<file path="src/hw/rtl/sest_pkg.sv">
// Shared types and constants for the scored entry table with stable sort.
package sest_pkg;

    localparam int MOVE_W     = 16;
    localparam int SCORE_W    = 16;
    localparam int ACT_W      = 3;
    localparam int NUM_W      = 9;
    localparam int STATUS_W   = 2;
    localparam int APB_DATA_W = 32;
    localparam int APB_ADDR_W = 3;

    // Action codes carried by an input transaction.
    localparam logic [ACT_W-1:0] ACT_CLEAR      = 3'd0;
    localparam logic [ACT_W-1:0] ACT_APPEND     = 3'd1;
    localparam logic [ACT_W-1:0] ACT_PROMOTE    = 3'd2;
    localparam logic [ACT_W-1:0] ACT_SORT       = 3'd3;
    localparam logic [ACT_W-1:0] ACT_STORE_PREV = 3'd4;
    localparam logic [ACT_W-1:0] ACT_UPDATE     = 3'd5;
    localparam logic [ACT_W-1:0] ACT_READ       = 3'd6;

    // Result status codes.
    localparam logic [STATUS_W-1:0] STATUS_OK    = 2'd0;
    localparam logic [STATUS_W-1:0] STATUS_RANGE = 2'd1;
    localparam logic [STATUS_W-1:0] STATUS_FULL  = 2'd2;

    // Register index of the initial score register.
    localparam logic REG_INIT_SCORE = 1'b0;
    localparam logic signed [SCORE_W-1:0] INIT_SCORE_RESET = -16'sd32000;

    // Operations broadcast to every cell of the chain.
    localparam logic [2:0] CELL_HOLD    = 3'd0;
    localparam logic [2:0] CELL_APPEND  = 3'd1;
    localparam logic [2:0] CELL_UPDATE  = 3'd2;
    localparam logic [2:0] CELL_COPY    = 3'd3;
    localparam logic [2:0] CELL_ROTATE  = 3'd4;
    localparam logic [2:0] CELL_PROMOTE = 3'd5;
    localparam logic [2:0] CELL_SORT    = 3'd6;

    typedef struct packed {
        logic [ACT_W-1:0]          action;
        logic [NUM_W-1:0]          entry_number;
        logic [MOVE_W-1:0]         move_word;
        logic signed [SCORE_W-1:0] new_score;
    } sest_in_t;

    typedef struct packed {
        logic [STATUS_W-1:0]       status;
        logic [MOVE_W-1:0]         entry_move;
        logic signed [SCORE_W-1:0] entry_score;
        logic signed [SCORE_W-1:0] entry_previous;
        logic [NUM_W-1:0]          entry_count;
    } sest_out_t;

    typedef struct packed {
        logic [MOVE_W-1:0]         move;
        logic signed [SCORE_W-1:0] score;
        logic signed [SCORE_W-1:0] prev;
    } sest_entry_t;

    typedef struct packed {
        logic [2:0]                op;
        logic                      phase;
        logic [MOVE_W-1:0]         move;
        logic signed [SCORE_W-1:0] init_score;
        logic signed [SCORE_W-1:0] new_score;
    } sest_ctrl_t;

    typedef struct packed {
        logic hit;
        logic ahead;
        logic live;
        logic live_next;
        logic odd;
        logic has_left;
    } sest_sel_t;

endpackage

</file>
<file path="src/hw/rtl/sest_cell.sv">
// One cell of the entry chain: holds one entry and trades it with its neighbors.
module sest_cell
    import sest_pkg::*;
(
    input  logic        clk,
    input  sest_ctrl_t  ctrl,
    input  sest_sel_t   sel,
    input  sest_entry_t left,
    input  sest_entry_t right,
    output sest_entry_t q
);

    sest_entry_t q_reg;
    sest_entry_t q_next;
    logic        left_role;
    logic        swap;

    always_comb
    begin
        q_next    = q_reg;
        left_role = (sel.odd == ctrl.phase);
        swap      = 1'b0;
        unique case (ctrl.op)
            CELL_HOLD:
            begin
                q_next = q_reg;
            end
            CELL_APPEND:
            begin
                if (sel.hit)
                begin
                    q_next.move  = ctrl.move;
                    q_next.score = ctrl.init_score;
                    q_next.prev  = ctrl.init_score;
                end
            end
            CELL_UPDATE:
            begin
                if (sel.hit)
                begin
                    q_next.score = ctrl.new_score;
                end
            end
            CELL_COPY:
            begin
                q_next.prev = q_reg.score;
            end
            CELL_ROTATE:
            begin
                q_next = right;
            end
            CELL_PROMOTE:
            begin
                if (sel.ahead)
                begin
                    q_next = left;
                end
            end
            CELL_SORT:
            begin
                // Both cells of a pair evaluate the same strict compare, so
                // equal scores never trade places.
                if (left_role)
                begin
                    swap = sel.live_next && (q_reg.score < right.score);
                    if (swap)
                    begin
                        q_next = right;
                    end
                end
                else
                begin
                    swap = sel.has_left && sel.live && (left.score < q_reg.score);
                    if (swap)
                    begin
                        q_next = left;
                    end
                end
            end
            default:
            begin
                q_next = q_reg;
            end
        endcase
    end

    always_ff @(posedge clk)
    begin
        q_reg <= q_next;
    end

    assign q = q_reg;

endmodule

</file>
<file path="config.mk">
export PLATFORM = sky130hd
export DESIGN_NAME = sest_cell
export DESIGN_NICKNAME = d
export VERILOG_FILES = /design/src/hw/rtl/sest_pkg.sv /design/src/hw/rtl/sest_cell.sv
export SDC_FILE = /design/constraint.sdc
export NUM_CORES = 1
export LEC_CHECK = 0
export CAP_MARGIN = 20
export CORE_MARGIN = 2
export CORE_UTILIZATION = 58
export CTS_BUF_LIST = sky130_fd_sc_hd__clkbuf_16
export DETAILED_ROUTE_END_ITERATION = 7
export DONT_BUFFER_PORTS = 1
export HOLD_SLACK_MARGIN = 0.12
export PLACE_DENSITY = 0.76
export SLEW_MARGIN = 0
export SYNTH_ARGS = -nofsm -noshare
export SYNTH_HDL_FRONTEND = slang
export SYNTH_SLANG_ARGS = --single-unit
</file>
<file path="constraint.sdc">
create_clock -name clk -period 2.82 [get_ports clk]
set_input_delay 0.282 -clock clk [delete_from_list [all_inputs] [get_ports clk]]
set_output_delay 0.282 -clock clk [all_outputs]
set_load 0.1 [all_outputs]
</file>
==> flow_summary.yaml <==
place:
  gp_congestion: 0.883
  hpwl_um: 8100
  io_buffer_count: 0
  place_ws_ns: 0.260
layout:
  insertedDiodeCount: 0
  nNetsFinal: 578
  fillers: 509
  multi_input_area_um2: 1930
  final_util: 0.654
  synthToLayoutAreaGrowth_pct: 11.1
  drive_gt1_frac: 0.117
  largest_reg_flops: 48
  seq_area_um2: 1440
synth:
  muxShareOfSynthArea: 0.0436
  ys_ff_latch: 48
  synth_top_family_by_area: "compound AO/OA/AOI/OAI gates"
  synth_edf_count: 48
  synth_nets: 576
  synth_fa_ha_area_frac: 0.102
  synth.distinct_cells: 47
  synth_area_leaders: "edfxtp_1 (39%), ha_1 (10%), inv_1 (6.8%)"
  synth-compound-area-share: 0.251
  synth_top_area_frac: 0.392
  syn_inst: 391
  ys_top_cells_by_count: "inv_1 (67), edfxtp_1 (48), nor2_1 (38), ha_1 (30), nand2_1 (24)"
  syn_area_per_cell_um2: 9.40
  synth_largest_area_cell: "edfxtp_1"
  ys_seq_area_frac: 0.392
  synthArstFlopShare: 0
  synth_area_um2: 3680
  synthFlopType: "edfxtp_1"
  ys_warn_count: 0
  synthXorXnorAreaFrac: 0.00238
  yosysMostFrequentCell: "inv_1"
  yosys.area_share.simple: 0.106
global_route:
  antenna_found_initial: 0
  grt_max_degree: 63
  track_usage: 0.280
  grt_pass1_wl_um: 15400
  grt_pass1_vias: 2994
  grt_overflow: 0
clock_tree:
  cts_made_buffers: 5
  post_cts_buffers: 0
  htreeDepth: 2
  ctsResizeCount: 0
  cts.clk_slew.worst_paths_ns: 0.06
  cts-root-buf: "clkbuf_16"
  holdBufCountCts: 0
  clk_path_buf_depth: 2
  cts_tree: "yes"
  clock_latency_ns: 0.29
  cts.sinks: 48
worst_setup_path:
  worstPathCellList: "inv_2, ha_4, nand4_1, a211o_1, o32ai_2, nor4_2, nor3b_2, nor2_4, buf_12"
  crit_end: "q[22]$_DFFE_PP_"
  crit_start: "q[26]$_DFFE_PP_"
  crit_buf_inv: 2
  worstPathRequired_ns: 2.87
  crit_path_start_kind: "flop"
  endpoint_kind: "flop"
  slowest_delay_ns: 0.49
  timing.rr.start: "q[26]$_DFFE_PP_"
  crit_slowest_cell: "nor3b_2"
  cp_top_family: "simple AND/OR/NAND/NOR gates"
  cp.arrival_ns: 2.60
  crit_fanout: 9
  crit_type: "flop to flop"
  reg2reg_depth: 9
  ff2ff_setup_slack_ns: 0.27
  reg2reg_to: "q[22]$_DFFE_PP_"
  cp_num_cells: 9
floorplanning:
  die_y_um: 83.6
  start_util: 0.589
  core_area_um2: 6240
  die-area_um2: 6990
  row_count: 29
  die_w_um: 83.6
  io_pins: 203
power_and_ir_drop:
  p_clk_frac: 0.279
  power.share.switching: 0.410
  leakagePower_nw: 1.81
  p_per_area_nw_per_um2: 673
  internal-power_mw: 1.62
  pwr-share-comb: 0.233
  vdd_drop_max_v: 0.000421
  power.net_switching_mw: 1.13
  seq_power_share: 0.488
job:
  maxCapViolations: 0
route:
  viasPerCell: 6.71
  drc: 0
  vias: 3159
  drt_wl_total_um: 10300
  wl_per_cell_um: 21.8
  drt_iter0_drc: 270
  ant_nets: 0
  first_pass_iters: 6
sta:
  maxSlewViolCount: 0
  rsz0062_at_grt: "false"
  finClkSkew_ns: 0.0100
  tns_ns: 0
  worstMarginPinSlew_ns: 0.932
  min_period_ns: 2.55
  slew_headroom: 0.379
  hold_violations: 0
  clock.fmax_ghz: 0.392
  fin_ws_ns: 0.272
  setup_viol: 0
  finalCritPeriodShare: 0.904
outcome:
  outcome: "finished, final reports clean"
hold_path:
  hold_path.class: "primary input to flop"
==> how the worst min path moves through the flow <==
stage	start	to	slack [ns]	cells past startpoint
finish	left[37]	q[37]$_DFFE_PP_	0.19	2
global route	left[45]	q[45]$_DFFE_PP_	0.19	2
CTS	left[46]	q[46]$_DFFE_PP_	0.19	2
detailed placement	left[46]	q[46]$_DFFE_PP_	0.48	2
global placement	left[41]	q[41]$_DFFE_PP_	0.48	2
floorplan	left[32]	q[32]$_DFFE_PP_	0.48	2
==> layout by cell type (no fill, tap or decap), types with 2 or more instances in the layout <==
| cell | n |
|---|---|
| inv_1 | 66 |
| edfxtp_1 | 48 |
| nor2_1 | 35 |
| ha_1 | 29 |
| nand2_1 | 24 |
| o21ai_0 | 21 |
| buf_4 | 20 |
| o22ai_1 | 17 |
| a221oi_1 | 16 |
| a222oi_1 | 16 |
| mux2i_1 | 16 |
| a221o_1 | 16 |
| a21oi_1 | 9 |
| nand4_1 | 7 |
| clkbuf_16 | 5 |
| a21o_1 | 4 |
| nand3_1 | 3 |
| nor3_1 | 3 |
| nor2_4 | 3 |
| nand2b_1 | 2 |
| a2111oi_2 | 2 |
| o21a_1 | 2 |
| bufinv_16 | 2 |
==> power groups by stage <==
stage	sequential (mW)	clock, mW	combinational, mW
after detailed placement	1.36	0	0.636
after CTS	1.34	0.779	0.639
after global placement	1.35	0	0.622
after floorplan	1.52	0	0.345
after global routing	1.35	0.803	0.696
final	1.34	0.768	0.640
==> kinds of logic after synthesis <==
logic type / after synthesis
and+or+nand+nor: 86
adders and majority gates: 30
muxes: 16
buffers and inverters: 93
DFF: 48
xor gates and xnor gates: 1
AOI/OAI and AO/OA: 117
==> metrics by stage <==
stage	hold slack (ns)	power, mW	cells	area [µm²]
2_1_floorplan	0.476	1.86	391	3730
3_3_place_gp	0.481	1.98	463	3890
3_5_place_dp	0.481	1.99	463	3890
4_1_cts	0.186	2.76	471	4080
5_1_grt	0.190	2.85	471	4080
6_report	0.193	2.75	471	4080
==> layer usage <==
metal	track usage	vias to the layer above	part of all wire	wire length (µm)
li1	-	1481	-	-
met1	0.332	1483	0.38	3940
met2	0.489	179	0.50	5140
met3	0.0880	16	0.10	1020
met4	0.0762	0	0.017	179
met5	0	-	0	0
==> final cells by class <==
type                    instances  area share
multi-input cells             250       0.473
flip-flops and latches         48       0.353
inverters                      67      0.0616
repair buffers                 21      0.0417
clock buffers                   5      0.0306
well taps                      77      0.0236
clock inverters                 3      0.0169
No activity file was read; power rests on OpenSTA's default activity.
